**config.mk**
```make
export PLATFORM = sky130hd
export DESIGN_NAME = utf8_suggestion_validator
export DESIGN_NICKNAME = d
export VERILOG_FILES = /design/src/hdl/usv_pkg.sv /design/src/hdl/usv_utf8_dec.sv /design/src/hdl/utf8_suggestion_validator.sv
export SDC_FILE = /design/constraint.sdc
export NUM_CORES = 1
export LEC_CHECK = 0
export ABC_AREA = 1
export BUFFER_PORTS_ARGS = -buffer_cell sky130_fd_sc_hd__buf_2
export CAP_MARGIN = 30
export CORE_ASPECT_RATIO = 0.7
export CORE_MARGIN = 10
export CORE_UTILIZATION = 55
export DETAILED_ROUTE_END_ITERATION = 8
export PLACE_DENSITY = 0.73
export SLEW_MARGIN = 15
export SYNTH_ARGS = -nofsm -noshare
export SYNTH_HDL_FRONTEND = slang
export SYNTH_HIERARCHICAL = 1
export SYNTH_SLANG_ARGS = --single-unit
```
**constraint.sdc**
```tcl
create_clock -name clk -period 5.4 [get_ports clk]
set_clock_uncertainty 0.05 [all_clocks]
set_input_delay 0.27 -clock clk [delete_from_list [all_inputs] [get_ports clk]]
set_output_delay 0.27 -clock clk [all_outputs]
set_load 0.01 [all_outputs]
```
**src/hdl/usv_pkg.sv**
```systemverilog
// shared types, constants and the forbidden code point table for the suggestion validator
`default_nettype none
package usv_pkg;

  localparam int unsigned SCALAR_W   = 21;
  localparam int unsigned SCOUNT_W   = 11;
  localparam int unsigned WCOUNT_W   = 9;
  localparam int unsigned MAXW_W     = 8;
  localparam int unsigned CFG_DATA_W = 11;

  localparam logic [SCOUNT_W-1:0] SCALAR_SAT = 11'd2047;
  localparam logic [WCOUNT_W-1:0] WORD_SAT   = 9'd511;

  localparam logic [SCOUNT_W-1:0] MAX_SCALARS_RST = 11'd64;
  localparam logic [MAXW_W-1:0]   MAX_WORDS_RST   = 8'd16;

  // configuration register indexes
  localparam logic REG_MAX_SCALARS = 1'b0;
  localparam logic REG_MAX_WORDS   = 1'b1;

  localparam logic [SCALAR_W-1:0] SCALAR_MAX = 21'h10ffff;
  localparam logic [SCALAR_W-1:0] SURR_LO    = 21'h00d800;
  localparam logic [SCALAR_W-1:0] SURR_HI    = 21'h00dfff;
  localparam logic [SCALAR_W-1:0] MIN_3BYTE  = 21'h000800;
  localparam logic [SCALAR_W-1:0] MIN_4BYTE  = 21'h010000;
  localparam logic [SCALAR_W-1:0] SPACE      = 21'h000020;

  localparam logic [7:0] LEAD2_LO = 8'hc2;
  localparam logic [7:0] LEAD2_HI = 8'hdf;
  localparam logic [7:0] LEAD3_LO = 8'he0;
  localparam logic [7:0] LEAD3_HI = 8'hef;
  localparam logic [7:0] LEAD4_LO = 8'hf0;
  localparam logic [7:0] LEAD4_HI = 8'hf4;

  typedef struct packed {
    logic [SCALAR_W-1:0] lo;
    logic [SCALAR_W-1:0] hi;
  } span_t;

  localparam int unsigned NUM_BANNED = 29;

  localparam span_t BANNED [NUM_BANNED] = '{
    '{21'h000000, 21'h00001f}, '{21'h00007f, 21'h00009f}, '{21'h0000a0, 21'h0000a0},
    '{21'h0000ad, 21'h0000ad}, '{21'h000600, 21'h000605}, '{21'h00061c, 21'h00061c},
    '{21'h0006dd, 21'h0006dd}, '{21'h00070f, 21'h00070f}, '{21'h000890, 21'h000891},
    '{21'h0008e2, 21'h0008e2}, '{21'h001680, 21'h001680}, '{21'h00180e, 21'h00180e},
    '{21'h002000, 21'h00200a}, '{21'h00200b, 21'h00200f}, '{21'h002028, 21'h00202e},
    '{21'h00202f, 21'h00202f}, '{21'h00205f, 21'h00205f}, '{21'h002060, 21'h002064},
    '{21'h002066, 21'h00206f}, '{21'h003000, 21'h003000}, '{21'h00feff, 21'h00feff},
    '{21'h00fff9, 21'h00fffb}, '{21'h0110bd, 21'h0110bd}, '{21'h0110cd, 21'h0110cd},
    '{21'h013430, 21'h01343f}, '{21'h01bca0, 21'h01bca3}, '{21'h01d173, 21'h01d17a},
    '{21'h0e0001, 21'h0e0001}, '{21'h0e0020, 21'h0e007f}
  };

  // decoder result for one byte
  typedef struct packed {
    logic                scalar_vld;
    logic [SCALAR_W-1:0] scalar;
    logic                err;
    logic                open;
  } dec_out_t;

  function automatic logic is_banned(input logic [SCALAR_W-1:0] s);
    logic hit;
    hit = 1'b0;
    for (int i = 0; i < NUM_BANNED; i++) begin
      if (s >= BANNED[i].lo && s <= BANNED[i].hi) begin
        hit = 1'b1;
      end
    end
    return hit;
  endfunction

endpackage
`default_nettype wire

```
**src/hdl/usv_utf8_dec.sv**
```systemverilog
// strict utf-8 decoder, one byte per step
`default_nettype none
module usv_utf8_dec (
  input  wire logic                            clk,
  input  wire logic                            rst_n,
  input  wire logic                            step,
  input  wire logic                            has_byte,
  input  wire logic [7:0]                      data_byte,
  input  wire logic                            last,
  output usv_pkg::dec_out_t                    dec_out
);

  logic [1:0]                     bytes_left_r, bytes_left_nxt;
  logic [1:0]                     seq_len_r, seq_len_nxt;
  logic [usv_pkg::SCALAR_W-1:0]   partial_r, partial_nxt;
  logic [usv_pkg::SCALAR_W-1:0]   cont;
  logic                           bad;

  assign cont = {partial_r[usv_pkg::SCALAR_W-7:0], data_byte[5:0]};

  always_comb begin
    bytes_left_nxt = bytes_left_r;
    seq_len_nxt    = seq_len_r;
    partial_nxt    = partial_r;
    dec_out        = '0;
    bad            = 1'b0;
    if (step && has_byte) begin
      if (bytes_left_r == 2'd0) begin
        if (!data_byte[7]) begin
          dec_out.scalar_vld = 1'b1;
          dec_out.scalar     = {13'd0, data_byte};
        end else if (data_byte >= usv_pkg::LEAD2_LO && data_byte <= usv_pkg::LEAD2_HI) begin
          partial_nxt    = {16'd0, data_byte[4:0]};
          seq_len_nxt    = 2'd1;
          bytes_left_nxt = 2'd1;
        end else if (data_byte >= usv_pkg::LEAD3_LO && data_byte <= usv_pkg::LEAD3_HI) begin
          partial_nxt    = {17'd0, data_byte[3:0]};
          seq_len_nxt    = 2'd2;
          bytes_left_nxt = 2'd2;
        end else if (data_byte >= usv_pkg::LEAD4_LO && data_byte <= usv_pkg::LEAD4_HI) begin
          partial_nxt    = {18'd0, data_byte[2:0]};
          seq_len_nxt    = 2'd3;
          bytes_left_nxt = 2'd3;
        end else begin
          dec_out.err = 1'b1;
        end
      end else if (data_byte[7:6] != 2'b10) begin
        dec_out.err    = 1'b1;
        bytes_left_nxt = 2'd0;
        seq_len_nxt    = 2'd0;
        partial_nxt    = '0;
      end else begin
        bytes_left_nxt = bytes_left_r - 2'd1;
        if (bytes_left_r == 2'd1) begin
          bad = (seq_len_r == 2'd2 && cont < usv_pkg::MIN_3BYTE) ||
                (seq_len_r == 2'd3 && cont < usv_pkg::MIN_4BYTE) ||
                (cont >= usv_pkg::SURR_LO && cont <= usv_pkg::SURR_HI) ||
                (cont > usv_pkg::SCALAR_MAX);
          dec_out.err        = bad;
          dec_out.scalar_vld = !bad;
          dec_out.scalar     = cont;
          seq_len_nxt        = 2'd0;
          partial_nxt        = '0;
        end else begin
          partial_nxt = cont;
        end
      end
    end
    dec_out.open = (bytes_left_nxt != 2'd0);
    if (step && last) begin
      bytes_left_nxt = 2'd0;
      seq_len_nxt    = 2'd0;
      partial_nxt    = '0;
    end
  end

  always_ff @(posedge clk) begin
    if (!rst_n) begin
      bytes_left_r <= 2'd0;
      seq_len_r    <= 2'd0;
      partial_r    <= '0;
    end else begin
      bytes_left_r <= bytes_left_nxt;
      seq_len_r    <= seq_len_nxt;
      partial_r    <= partial_nxt;
    end
  end

endmodule
`default_nettype wire

```
**src/hdl/utf8_suggestion_validator.sv**
```systemverilog
// top level: streaming utf-8 suggestion validator with string rules and limits
`default_nettype none
// Takes one byte word per cycle on the in_ stream and gives one accept word on the
// out_ stream for every input word with tlast set. in_tuser[0] says whether
// in_tdata holds a byte; a word with tlast and no byte ends the string as it stands.
// A word is decoded and checked while it sits in the input register, and the final
// word's verdict lands in the output register, which gives the accept word. A final
// word is held in the input register while the output register is full and not draining;
// otherwise a new word is taken every cycle. The limits max_scalars and max_words are to
// be written on the cfg_ port between strings; the block itself does not enforce this.
module utf8_suggestion_validator (
  input  wire logic                              clk,
  input  wire logic                              rst_n,
  input  wire logic                              in_tvalid,
  output logic                                   in_tready,
  input  wire logic [7:0]                        in_tdata,   // data_byte
  input  wire logic [0:0]                        in_tuser,   // has_byte
  input  wire logic                              in_tlast,   // last
  output logic                                   out_tvalid,
  input  wire logic                              out_tready,
  output logic [7:0]                             out_tdata,  // accept, zero pad
  input  wire logic                              cfg_we,
  input  wire logic [0:0]                        cfg_index,
  input  wire logic [usv_pkg::CFG_DATA_W-1:0]    cfg_wdata
);

  logic                            in_v_r;
  logic [7:0]                      in_byte_r;
  logic                            in_has_r;
  logic                            in_last_r;
  logic                            out_v_r;
  logic                            out_acc_r;
  logic                            go;

  logic [usv_pkg::SCOUNT_W-1:0]    max_scalars_r;
  logic [usv_pkg::MAXW_W-1:0]      max_words_r;

  logic [usv_pkg::SCOUNT_W-1:0]    scalar_count_r, scalar_count_nxt;
  logic [usv_pkg::WCOUNT_W-1:0]    word_count_r, word_count_nxt;
  logic                            in_word_r, in_word_nxt;
  logic                            seen_r, seen_nxt;
  logic                            prev_space_r, prev_space_nxt;
  logic                            rejected_r, rejected_nxt;
  logic                            ok;
  logic                            is_space;

  usv_pkg::dec_out_t               dec;

  assign go        = in_v_r && (!in_last_r || !out_v_r || out_tready);
  assign in_tready = !in_v_r || go;
  assign out_tvalid = out_v_r;
  assign out_tdata  = {7'd0, out_acc_r};

  usv_utf8_dec u_dec (
    .clk       (clk),
    .rst_n     (rst_n),
    .step      (go),
    .has_byte  (in_has_r),
    .data_byte (in_byte_r),
    .last      (in_last_r),
    .dec_out   (dec)
  );

  assign is_space = (dec.scalar == usv_pkg::SPACE);

  always_comb begin
    scalar_count_nxt = scalar_count_r;
    word_count_nxt   = word_count_r;
    in_word_nxt      = in_word_r;
    seen_nxt         = seen_r;
    prev_space_nxt   = prev_space_r;
    rejected_nxt     = rejected_r || dec.err;
    if (dec.scalar_vld) begin
      if (scalar_count_r >= usv_pkg::SCALAR_SAT) begin
        rejected_nxt = 1'b1;
      end else begin
        scalar_count_nxt = scalar_count_r + 11'd1;
      end
      if (usv_pkg::is_banned(dec.scalar)) begin
        rejected_nxt = 1'b1;
      end
      if (is_space) begin
        if (prev_space_r) begin
          rejected_nxt = 1'b1;
        end
        in_word_nxt = 1'b0;
      end else begin
        seen_nxt = 1'b1;
        if (!in_word_r && word_count_r < usv_pkg::WORD_SAT) begin
          word_count_nxt = word_count_r + 9'd1;
        end
        in_word_nxt = 1'b1;
      end
      prev_space_nxt = is_space;
    end
    ok = !rejected_nxt && !dec.open && (scalar_count_nxt != '0) &&
         (scalar_count_nxt <= max_scalars_r) && seen_nxt && !prev_space_nxt &&
         (word_count_nxt <= {1'b0, max_words_r});
    if (in_last_r) begin
      scalar_count_nxt = '0;
      word_count_nxt   = '0;
      in_word_nxt      = 1'b0;
      seen_nxt         = 1'b0;
      prev_space_nxt   = 1'b0;
      rejected_nxt     = 1'b0;
    end
  end

  always_ff @(posedge clk) begin
    if (!rst_n) begin
      in_v_r         <= 1'b0;
      out_v_r        <= 1'b0;
      max_scalars_r  <= usv_pkg::MAX_SCALARS_RST;
      max_words_r    <= usv_pkg::MAX_WORDS_RST;
      scalar_count_r <= '0;
      word_count_r   <= '0;
      in_word_r      <= 1'b0;
      seen_r         <= 1'b0;
      prev_space_r   <= 1'b0;
      rejected_r     <= 1'b0;
    end else begin
      if (in_tready) begin
        in_v_r <= in_tvalid;
      end
      if (go && in_last_r) begin
        out_v_r <= 1'b1;
      end else if (out_tready) begin
        out_v_r <= 1'b0;
      end
      if (cfg_we) begin
        if (cfg_index == usv_pkg::REG_MAX_SCALARS) begin
          max_scalars_r <= cfg_wdata;
        end else begin
          max_words_r <= cfg_wdata[usv_pkg::MAXW_W-1:0];
        end
      end
      if (go) begin
        scalar_count_r <= scalar_count_nxt;
        word_count_r   <= word_count_nxt;
        in_word_r      <= in_word_nxt;
        seen_r         <= seen_nxt;
        prev_space_r   <= prev_space_nxt;
        rejected_r     <= rejected_nxt;
      end
    end
  end

  always_ff @(posedge clk) begin
    if (in_tready && in_tvalid) begin
      in_byte_r <= in_tdata;
      in_has_r  <= in_tuser[0];
      in_last_r <= in_tlast;
    end
    if (go && in_last_r) begin
      out_acc_r <= ok;
    end
  end

`ifndef SYNTH
  a_result_from_last: assert property (@(posedge clk) disable iff (!rst_n)
    $rose(out_tvalid) |-> $past(go && in_last_r))
    else $error("result appeared without a final word");

  a_clear_after_last: assert property (@(posedge clk) disable iff (!rst_n)
    (go && in_last_r) |=> (scalar_count_r == '0 && word_count_r == '0 && !rejected_r))
    else $error("string state not cleared at string end");

  a_words_le_scalars: assert property (@(posedge clk) disable iff (!rst_n)
    {2'b00, word_count_r} <= scalar_count_r)
    else $error("word count exceeds scalar count");

  a_word_needs_glyph: assert property (@(posedge clk) disable iff (!rst_n)
    in_word_r |-> seen_r)
    else $error("inside a word with no non-space scalar seen");
`endif

endmodule
`default_nettype wire
```
After elaboration in Yosys (flattened, before gate mapping)

Index checks and enable logic that the tools add are counted.

Register bits after elaboration: 75
Latch bits: 0
Memory bits (writable): 0
Bits in read-only memories: 0
Input port bits: 27
Output and inout port bits: 10
Word-level logic and storage cells: 259
Memories kept: 0

Add/sub/neg operators: 3
Multipliers: 0
Divide/modulo/power cells: 0
Magnitude comparators: 73
Equal/unequal tests: 7
Shifts and indexed selects: 0
Muxes and demuxes: 84
Bitwise operators: 2
Reduce and logical (&&, ||, !) cells: 73

Operators with widths:

| kind                                                                                | number |
|---|---|
| 21-bit by 14-bit >= comparator with 1-bit output (second input constant)            | 8 |
| 21-bit by 14-bit less-or-equal comparator with 1-bit output (second input constant) | 8 |
| 21-bit by 17-bit >= comparator with 1-bit output (second input constant)            | 5 |
| 21-bit by 17-bit less-or-equal comparator with 1-bit output (second input constant) | 5 |
| 15-bit two-way mux                                                                  | 7 |
| 21-bit by 11-bit >= comparator with 1-bit output (second input constant)            | 4 |
| 21-bit by 11-bit less-or-equal comparator with 1-bit output (second input constant) | 4 |
| 23-bit two-way mux                                                                  | 3 |
| 21-bit by 16-bit >= comparator with 1-bit output (second input constant)            | 3 |
| 21-bit by 16-bit less-or-equal comparator with 1-bit output (second input constant) | 3 |
| 21-bit by 8-bit less-or-equal comparator with 1-bit output (second input constant)  | 3 |
| 1-bit two-way mux                                                                   | 51 |
| 1-bit logical AND                                                                   | 46 |
| 22-bit two-way mux                                                                  | 2 |
| 21-bit by 12-bit >= comparator with 1-bit output (second input constant)            | 2 |
| 21-bit by 13-bit >= comparator with 1-bit output (second input constant)            | 2 |
| 21-bit by 20-bit >= comparator with 1-bit output (second input constant)            | 2 |
| 21-bit by 8-bit >= comparator with 1-bit output (second input constant)             | 2 |
| 21-bit by 12-bit less-or-equal comparator with 1-bit output (second input constant) | 2 |
| 21-bit by 13-bit less-or-equal comparator with 1-bit output (second input constant) | 2 |
| 21-bit by 20-bit less-or-equal comparator with 1-bit output (second input constant) | 2 |
| 9-bit two-way mux                                                                   | 4 |
| 11-bit two-way mux                                                                  | 3 |
| 2-bit two-way mux                                                                   | 14 |
| 31 further kinds                                                                    | 55 |

Logic depth before layout (Yosys ltp)

Gate-level depths: netlist of run 1.

Depth in word-level cells: 53
Depth in mapped cells: 32
Gate-level depth less buffers: 30

Modules after synthesis

Netlist of run 1, hierarchy kept.

By module, submodules not included:

| module                    | times used | cells an instance | area an instance (µm²) | sequential area each (µm²) |
|---|---|---|---|---|
| utf8_suggestion_validator | 1          | 735               | 4611.9                 | 1231.2 |
| usv_utf8_dec              | 1          | 233               | 1361.3                 | 380.4 |

Least setup slack after synthesis of run 1

No wires, ideal clock.

Kind: register to register
From: reg out_v_r (netlist: out_tvalid)
To: reg out_acc_r (data pin)
Setup time: 146 ps
Data arrival time: 3547 ps
Data required time: 5204 ps
Setup slack: 1657 ps
Cell stages (with the launch flop): 32
Path buffers: 2
Period minus slack after synthesis: 3743 ps
Cell sequence: dfxtp_1 inv_1 nor2_1 nand2_1 nand2_1 inv_1 nand2_1 inv_1 clkbuf_1 nand2_1 nor2_1 buf_2 nor2_1 nand2_2 nor2_4 nand3_4 nand2_4 clkinv_4 nand3_4 inv_4 nand2_4 xnor2_1 ha_1 a21oi_1 o21ai_0 a21oi_1 nand2_1 nand2_1 nand3_1 nor2_1 nand2_1 a21oi_1

RTL lines:

| item                   | line                             | source |
|---|---|---|
| start, declared        | utf8_suggestion_validator.sv:31  | `logic out_v_r;` |
| start signal, assigned | utf8_suggestion_validator.sv:112 | `out_v_r <= 1'b0;` |
| start signal, assigned | utf8_suggestion_validator.sv:126 | `out_v_r <= 1'b1;` |
| start signal, assigned | utf8_suggestion_validator.sv:128 | `out_v_r <= 1'b0;` |
| end signal, assigned   | utf8_suggestion_validator.sv:155 | `out_acc_r <= ok;` |
| end, declared          | utf8_suggestion_validator.sv:32  | `logic out_acc_r;` |

==> out/qor.csv, run 1 <==
metric;value;unit
async set-reset flop share out of synthesis;0;
worst min-delay path class;in -> reg;
CTS sink count;75;
Max Cap Violations;0;
Fmax;222.1;MHz
gr ovfl total;0;
post-CTS sizing;0;
area leader, netlist;dfxtp_1;
top cells by area, synth;dfxtp_1 (21%), nand2_1 (16%), nor2_1 (9.6%);
post-synthesis sequential area ratio;0.2698;
Die Y;107.2;um
outcome;finished, final reports clean;
io pins;37;
crit path max fanout;15;
CTS max path bufs;2;
Post-Synthesis Cells;968;
ys flop type;dfxtp_1;
critical path's most frequent cell;nand2_1;
WP data required;5530;ps
post-layout min period;4503;ps
HPWL Detailed;13440;um
final WL;17150;um
CORE AREA;10470;um2
DR pass1 iterations;7;
multi-input logic area;3740;um2
synth cell count leaders;nand2_1 (259), nor2_1 (152), inv_1 (102);
First DRT Iteration DRCs;835;
Die X;144.6;um
number of enable flip-flop cells after synthesis;11;
RSZ-0062 raised after global routing;false;
CP Capture Type;flip-flop;
CTS tree;done;
setup ws final;896.8;ps
Post-CTS Hold Buffers;0;
Num CTS Buffers;9;
post-synthesis cell type count;49;
CTS clk-pin slew, worst paths;60;ps
DR vias;6163;
layout cell share with drive strength beyond 1;0.1303;
setup violators final;0;
hold path depth;1;
Starting Density;0.5704;
Fill cells;1015;
htree depth;3;
Fin Setup TNS;0;ps
sequential cell area;1612;um2
Worst Setup Path Type;reg -> reg;
Clk Latency, worst-skew pair;340;ps
ANT cells;0;
# nets final;1043;
pin slew with the least headroom to its limit;843.9;ps
RePlAce Congestion;1.090;
CP max stage delay;740;ps
WHS Endpoint;in_byte_r[6]$_DFFE_PP_;
Syn Area/Cell;6.171;um2
r2r startpoint;u_dec/bytes_left_r[0]$_SDFF_PP0_;
Mapped Area;5973;um2
hold path startpoint;in_tdata[6];
startpoint types;flip-flop;
Slowest-stage cell, CP;nor3_1;
ANT nets after route;0;
Post-Place Worst Slack;984.4;ps
worst reg-to-reg path cell count;25;
VDD IR max;0.0001724;V
Pleak;2.916;nW
largest net degree at the start of global routing;25;
top-count cell post-synth;nand2_1;
Cell Pwr Density;215.3;nW/um2
Via-to-Cell Ratio;5.454;
DRC violations left;0;
antenna violations before repair;0;
vias in the first global route;5452;
Setup Fix Bufs, Post-CTS;0;
die area;15500;um2
I/O Buffers;29;
Yosys reg bits;75;
Hold Vio Cnt, Final;0;
Slew HR;0.4331;
data arrival time of the worst path;4630;ps
first-pass GRT wire length;27660;um
clk root buf;clkbuf_16;
post-synth top area share;0.2145;
worst reg2reg endpoint;out_acc_r$_DFFE_PP_;
row count;31;
final worst path period share;0.8339;
DR WL/cell;15.17;um
Synthesis Warnings;6;
Layout Area Growth over Synthesis;9.300;%
Tot GR Track Use;0.2218;
Slew Limit Fails;0;
flop2flop setup slack;900;ps
==> sequential cells by signal, summed over array words and instances, names as in the netlist, 2 cells and up <==
| signal | cells |
|---|---|
| max_scalars_r | 11 |
| word_count_r | 9 |
| u_dec/bytes_left_r | 2 |
| scalar_count_r | 11 |
| u_dec/seq_len_r | 2 |
| in_byte_r | 8 |
| u_dec/partial_r | 15 |
| max_words_r | 8 |
==> through the flow <==
step	power, W	utilization	cells	hold WS, ps	instance area (um2)
after floorplan	0.0007134	-	974	318.9	5996
after global placement	0.0007500	0.5924	1114	396.3	6203
after detailed placement	0.0007508	0.5924	1114	398.1	6203
after CTS	0.001416	0.6234	1130	38.93	6529
after global routing	0.001464	0.6234	1130	43.46	6529
final	0.001406	0.6234	1130	54.79	6529
==> worst max-delay path, delay by kind of cell, from the launching register on <==
kind            cells  cell delay [ps]
simple gates       15             2340
fa+ha+maj           2              610
compound gates      4              460
flops               1              370
xor+xnor            1              270
buf+inv             3              230
==> power breakdown <==
| group | internal, W | switching [W] | total, W |
|---|---|---|---|
| clock | 0.000411 | 0.000249 | 0.000661 |
| sequential | 0.000586 | 0.0000110 | 0.000597 |
| combinational | 0.0000458 | 0.000102 | 0.000148 |
==> routing by layer <==
metal	part of all wire	vias up	GRT usage
met3	0.10	23	0.05600
met1	0.49	2685	0.3430
met2	0.39	303	0.2936
li1	-	3152	-
met5	0	-	0
met4	0.014	0	0.05036
==> logic make-up (layout without fill, tap and decap cells) <==
| group | Yosys count | after routing | share of synthesized area |
|---|---|---|---|
| simple gates | 581 | 581 | 0.4386 |
| buf+inv | 149 | 173 | 0.1079 |
| compound gates | 122 | 122 | 0.1075 |
| flops | 75 | 75 | 0.2698 |
| fa+ha+maj | 23 | 23 | 0.04818 |
| xor+xnor | 17 | 17 | 0.02744 |
| other cells | 1 | 7 | 0.0006278 |
==> final cells by class <==
type | instances | share of cell area
tap | 132 | 0.02530
timing repair buffer | 42 | 0.03718
multi-input combinational | 750 | 0.5728
clock inverter | 6 | 0.01476
clock buffer | 10 | 0.03507
sequential | 75 | 0.2468
inverter | 115 | 0.06803
==> cell usage in the layout, fill, tap and decap left out, types with 4 or more instances in the layout <==
cell type | Yosys | layout
o21ai_0 | 40 | 40
edfxtp_1 | 11 | 11
ha_1 | 23 | 23
xor2_1 | 9 | 9
a21oi_1 | 65 | 65
nand4_1 | 21 | 21
conb_1 | 1 | 7
inv_1 | 102 | 102
clkbuf_16 | 0 | 9
xnor2_1 | 6 | 6
nand2_1 | 259 | 259
nor2_2 | 26 | 26
buf_4 | 12 | 13
dfxtp_1 | 64 | 64
nand2_4 | 4 | 4
buf_2 | 7 | 29
nand2_2 | 11 | 11
nor2_4 | 4 | 4
nor3_1 | 25 | 25
nor2_1 | 152 | 152
nand3_1 | 60 | 60
o21ai_1 | 6 | 6
inv_2 | 10 | 10
==> worst max-delay path by stage <==
| stage | from | to | slack [ps] | depth (start not counted) |
|---|---|---|---|---|
| after global placement | u_dec/bytes_left_r[1]$_SDFF_PP0_ | out_acc_r$_DFFE_PP_ | 1230 | 28 |
| after global routing | in_last_r$_DFFE_PP_ | out_acc_r$_DFFE_PP_ | 430 | 28 |
| after detailed placement | u_dec/bytes_left_r[0]$_SDFF_PP0_ | out_acc_r$_DFFE_PP_ | 980 | 25 |
| after CTS | u_dec/bytes_left_r[0]$_SDFF_PP0_ | out_acc_r$_DFFE_PP_ | 940 | 25 |
| final | u_dec/bytes_left_r[0]$_SDFF_PP0_ | out_acc_r$_DFFE_PP_ | 900 | 25 |
| after floorplan | out_tvalid$_SDFFE_PN0P_ | out_acc_r$_DFFE_PP_ | 1660 | 31 |
No activity file was read; power rests on OpenSTA's default activity.
==> inputs of run 2 (changes only) <==
--- a/config.mk
+++ b/config.mk
@@ -12,7 +12,7 @@
 export CORE_MARGIN = 10
 export CORE_UTILIZATION = 55
 export DETAILED_ROUTE_END_ITERATION = 8
-export PLACE_DENSITY = 0.73
+export PLACE_DENSITY = 0.76
 export SLEW_MARGIN = 15
 export SYNTH_ARGS = -nofsm -noshare
 export SYNTH_HDL_FRONTEND = slang
==> constraint.sdc (replaced) <==
create_clock -name clk -period 3.8 [get_ports clk]
set_clock_uncertainty 0.05 [all_clocks]
set_input_delay 0.19 -clock clk [delete_from_list [all_inputs] [get_ports clk]]
set_output_delay 0.19 -clock clk [all_outputs]
set_load 0.01 [all_outputs]
==> out/qor.csv, run 2 (synthesized netlist as in run 1, its figures left out) <==
metric;value;unit
outcome;finished, final reports clean;
hold path startpoint;cfg_wdata[6];
antenna violations before repair;0;
largest net degree at the start of global routing;25;
delay-heaviest family, CP;simple AND/OR/NAND/NOR gates;
most flop-heavy register;u_dec/partial_r;
post-route cell area;7057;um2
met2 usage;0.3047;
Max Cap Violations;0;
Tot GR Track Use;0.2240;
switching share of power;0.2656;
Fmax;283.5;MHz
Slew Limit Fails;0;
first-pass GRT wire length;28450;um
layout cell share with drive strength beyond 1;0.1962;
ANT nets after route;0;
startpoint types;flip-flop;
CTS max path bufs;2;
commonest non-fill, non-tap cell in the layout;nand2_1;
power share of the sequential group;0.435;
CORE AREA;10470;um2
Slowest-stage cell, CP;dfxtp_2;
row count;31;
Pwr Total;0.001952;W
clk root buf;clkbuf_16;
vias in the first global route;5651;
Clock Power Share;0.441;
CTS sink count;75;
htree depth;3;
DR pass1 iterations;6;
Die X;144.6;um
final worst path period share;0.9284;
most frequent cells in the layout;nand2_1 (254), nor2_1 (135), inv_1 (98);
Via-to-Cell Ratio;5.492;
Worst Setup Path Type;reg -> reg;
DRC violations left;0;
flop2flop setup slack;270;ps
Layout Area Growth over Synthesis;18.14;%
RePlAce Congestion;1.029;
io pins;37;
max reg flops;15;
CP max stage delay;330;ps
post-layout min period;3528;ps
Slew HR;0.4862;
Worst Path Buf+Inv;6;
largest registers;u_dec/partial_r: 15 flops, max_scalars_r: 11 flops, scalar_count_r: 11 flops;
ANT cells;0;
DR WL/cell;14.79;um
M3 GR Usage;0.05291;
gr ovfl total;0;
Hold Vio Cnt, Final;0;
Starting Density;0.5704;
final WL;17330;um
Final Non-Filler Cells;1172;
most crowded layer after global routing;met1;
Die Y;107.2;um
Fin Setup TNS;0;ps
Inst Count DP;1131;
DR vias;6437;
Cell Pwr Density;276.6;nW/um2
First DRT Iteration DRCs;733;
crit path max fanout;10;
CTS clk-pin slew, worst paths;70;ps
worst reg2reg endpoint;out_acc_r$_DFFE_PP_;
setup violators final;0;
Clk Latency, worst-skew pair;340;ps
# nets final;1085;
switching power;0.0005184;W
I/O Buffers;29;
r2r startpoint;out_tvalid$_SDFFE_PN0P_;
pin slew with the least headroom to its limit;769.9;ps
hold path depth;3;
Num CTS Buffers;9;
worst min-delay path class;in -> reg;
CTS tree;done;
WHS Endpoint;max_scalars_r[6]$_SDFFE_PN1P_;
critical path's most frequent cell;nand2_1;
CP Capture Type;flip-flop;
die area;15500;um2
WP data required;3830;ps
worst reg-to-reg path cell count;31;
placed inst area;6331;um2
Final Hold Slack;53.35;ps
met1 GRT Util;0.3378;
logic gate share of total power;0.124;
Fill cells;934;
Internal;0.001433;W
Pleak;3.176;nW
HPWL Detailed;13260;um
data arrival time of the worst path;3560;ps
VDD IR max;0.0002706;V
-- run 2: cell count changes in the layout (fill, tap and decap cells not counted), sizes merged --
cell | previous run | this run
buf | 42 | 74
bufinv | 2 | 1
clkinv | 1 | 3
dlygate4sd3 | 0 | 10
inv | 117 | 116
-- run 2: final cells by class --
cell class                 instances  area [um2]  share of cell area
multi-input combinational        750        3923              0.5559
sequential                        75        1615              0.2289
timing repair buffer              84       605.6             0.08582
inverter                         115       446.7             0.06330
clock buffer                      10       229.0             0.03245
tap                              132       165.2             0.02340
clock inverter                     6       72.57             0.01028
-- run 2: worst min-delay path, delay by kind of cell --
kind	cells	cell delay, ps
buf+inv	1	90
compound gates	1	70
simple gates	1	50
-- run 2: how the worst max path moves through the flow --
| stage | cells past startpoint | start | slack, ps | end |
|---|---|---|---|---|
| final | 31 | out_tvalid$_SDFFE_PN0P_ | 270 | out_acc_r$_DFFE_PP_ |
| after global routing | 30 | out_tvalid$_SDFFE_PN0P_ | -30 | out_acc_r$_DFFE_PP_ |
| after CTS | 26 | u_dec/bytes_left_r[0]$_SDFF_PP0_ | 7 | out_acc_r$_DFFE_PP_ |
| after detailed placement | 26 | u_dec/bytes_left_r[0]$_SDFF_PP0_ | -20 | out_acc_r$_DFFE_PP_ |
| after global placement | 26 | u_dec/bytes_left_r[0]$_SDFF_PP0_ | 140 | out_acc_r$_DFFE_PP_ |
| after floorplan | 31 | out_tvalid$_SDFFE_PN0P_ | 60 | out_acc_r$_DFFE_PP_ |
-- run 2: metal layers --
layer  up-vias  share of wire
met2       337           0.40
li1       3234              -
met3        31           0.11
met5         -              0
met4         0          0.016
met1      2835           0.48
-- run 2: stage by stage --
step	worst slack, ps	utilization
after floorplan	56.68	-
after global placement	139.4	0.6045
after detailed placement	-24.59	0.6045
after CTS	6.930	0.6434
after global routing	-30.18	0.6738
final	272.1	0.6738
-- run 2: power groups by stage --
stage | clock network, W | logic, W | registers (W)
floorplan | 0 | 0.000153 | 0.000861
global placement | 0 | 0.000205 | 0.000864
detailed placement | 0 | 0.000208 | 0.000865
CTS | 0.000878 | 0.000218 | 0.000847
global route | 0.000914 | 0.000271 | 0.000851
finish | 0.000862 | 0.000241 | 0.000849
-- run 2: repair_timing --
item	4_1_cts	5_1_grt
setup endpoints to repair	1	1
pin swaps	0	22
buffers inserted	0	15
hold buffers	10	0
gates resized for setup	1	61
hold endpoints to repair	10	0
==> inputs of run 3 (changes only) <==
--- a/config.mk
+++ b/config.mk
@@ -9,12 +9,11 @@
 export BUFFER_PORTS_ARGS = -buffer_cell sky130_fd_sc_hd__buf_2
 export CAP_MARGIN = 30
 export CORE_ASPECT_RATIO = 0.7
-export CORE_MARGIN = 10
+export CORE_MARGIN = 2
 export CORE_UTILIZATION = 55
 export DETAILED_ROUTE_END_ITERATION = 8
 export PLACE_DENSITY = 0.76
 export SLEW_MARGIN = 15
 export SYNTH_ARGS = -nofsm -noshare
 export SYNTH_HDL_FRONTEND = slang
-export SYNTH_HIERARCHICAL = 1
 export SYNTH_SLANG_ARGS = --single-unit
==> out/qor.csv, run 3 <==
metric;value;unit
outcome;finished, final reports clean;
Worst Setup Path Type;reg -> reg;
top cells by area, synth;dfxtp_1 (20%), nand2_1 (17%), nor2_1 (8.8%);
HPWL Detailed;17920;um
synth cell count leaders;nand2_1 (287), nor2_1 (150), inv_1 (123);
row count;32;
data arrival time of the worst path;3930;ps
VDD IR max;0.0002425;V
Clock Power Share;0.432;
clk root buf;clkbuf_16;
Max Cap Violations;0;
commonest non-fill, non-tap cell in the layout;nand2_1;
Cell Pwr Density;271.9;nW/um2
Hold Vio Cnt, Final;0;
Layout Area Growth over Synthesis;18.87;%
Slew HR;0.4251;
DRC violations left;0;
Starting Density;0.5716;
ANT cells;0;
startpoint types;flip-flop;
CTS tree;done;
post-layout min period;3791;ps
CTS max path bufs;2;
CTS clk-pin slew, worst paths;60;ps
Clk Latency, worst-skew pair;340;ps
top-count cell post-synth;nand2_1;
max reg flops;15;
gr ovfl total;0;
delay-heaviest family, CP;simple AND/OR/NAND/NOR gates;
pin slew with the least headroom to its limit;860.2;ps
io pins;37;
Num CTS Buffers;9;
Fmax;263.8;MHz
CP Capture Type;flip-flop;
Via-to-Cell Ratio;5.793;
Worst Path Buf+Inv;3;
Internal;0.001511;W
die area;12500;um2
DR pass1 iterations;6;
Pleak;3.489;nW
RSZ-0062 raised after global routing;true;
most frequent cells in the layout;nand2_1 (284), nor2_1 (146), inv_1 (122);
ys flop type;dfxtp_1;
Tot GR Track Use;0.3672;
First DRT Iteration DRCs;1155;
post-synthesis cell type count;53;
post-synth top area share;0.2007;
power share of the sequential group;0.415;
htree depth;3;
Yosys reg bits;75;
RePlAce Congestion;1.034;
setup violators final;0;
CORE AREA;11170;um2
switching share of power;0.2676;
Post-Synthesis Cells;1056;
CP max stage delay;480;ps
vias in the first global route;6593;
layout cell share with drive strength beyond 1;0.1575;
Mapped Area;6385;um2
antenna violations before repair;2;
logic gate share of total power;0.153;
switching power;0.0005522;W
Syn Area/Cell;6.046;um2
Synthesis Warnings;0;
Die X;132.8;um
CTS sink count;75;
Slew Limit Fails;0;
Slowest-stage cell, CP;edfxtp_1;
final worst path period share;0.9976;
Pwr Total;0.002064;W
DR vias;7543;
number of enable flip-flop cells after synthesis;11;
most flop-heavy register;u_dec.partial_r;
WP data required;3940;ps
post-synthesis sequential area ratio;0.2524;
area leader, netlist;dfxtp_1;
final WL;23310;um
worst min-delay path class;in -> reg;
DR WL/cell;17.90;um
async set-reset flop share out of synthesis;0;
Fin Setup TNS;0;ps
# nets final;1195;
largest registers;u_dec.partial_r: 15 flops, max_scalars_r: 11 flops, scalar_count_r: 11 flops;
crit path max fanout;7;
ANT nets after route;0;
I/O Buffers;29;
Die Y;94.15;um
first-pass GRT wire length;35270;um
largest net degree at the start of global routing;26;
run 3: logic make-up after synthesis:
kind of cell	synth area share
AOI/OAI and AO/OA	0.1407
xor gates and xnor gates	0.02332
muxes	0.003331
adders and majority gates	0.04507
DFF	0.2524
other	0.0005873
buffers and inverters	0.1068
and+or+nand+nor	0.4278
run 3: power by group through the flow:
stage	logic, W	clock network (W)	registers [W]
after floorplan	0.000190	0	0.000865
after global placement	0.000273	0	0.000871
after detailed placement	0.000276	0	0.000871
after CTS	0.000288	0.000888	0.000855
after global routing	0.000342	0.000924	0.000858
final	0.000317	0.000891	0.000856
run 3: worst paths after layout:
path                                       from  slack [ps]  depth (start not counted)                             to
setup reg to reg         in_byte_r[7]$_DFFE_PP_           9                         26            out_acc_r$_DFFE_PP_
hold / removal                     cfg_wdata[0]          50                          3  max_scalars_r[0]$_SDFFE_PN0P_
setup / recovery         in_byte_r[7]$_DFFE_PP_           9                         26            out_acc_r$_DFFE_PP_
hold reg to reg   max_scalars_r[4]$_SDFFE_PN0P_         410                          2  max_scalars_r[4]$_SDFFE_PN0P_
run 3: layout make-up:
cell class / count / area [um2]
multi-input cells: 821 / 4198
repair buffers: 107 / 779.5
fillers: 926 / 3581
well taps: 153 / 191.4
clock buffers: 10 / 229.0
clock inverters: 5 / 78.83
flip-flops and latches: 75 / 1613
inverters: 131 / 500.5
run 3: worst min-delay path: cells and delay by family:
kind / cells / cell delay, ps
buffers and inverters: 1 / 90
AND/OR/NAND/NOR: 2 / 120
run 3: per-layer routing:
layer  vias to the layer above  share of wire  wire, um  GRT usage
met5                         -         0.0012        27          0
met3                        48           0.15      3586     0.1392
met1                      3378           0.45     10570     0.5537
met2                       520           0.38      8831     0.4935
li1                       3593              -         -          -
met4                         4          0.013       296    0.05556
run 3: repair_timing:
| item | CTS | global route |
|---|---|---|
| resized for setup | 3 | 28 |
| hold buffers | 10 | 0 |
| pin swaps | 0 | 8 |
| endpoints found under the setup margin | 1 | 1 |
| endpoints found under the hold margin | 10 | 0 |
| buffers inserted | 1 | 11 |
| cloned | 0 | 0 |
run 3: stage by stage:
step                      setup WS [ps]  hold slack, ps  instance area, um2    util  std cells
after detailed placement         -81.23           318.7                6987  0.6254       1265
after floorplan                   292.5           238.9                6407       -       1062
after global routing             -231.3           61.30                7590  0.6794       1302
after CTS                         4.370           49.41                7410  0.6633       1291
after global placement            111.1           316.1                6987  0.6254       1265
final                             9.164           53.48                7590  0.6794       1302
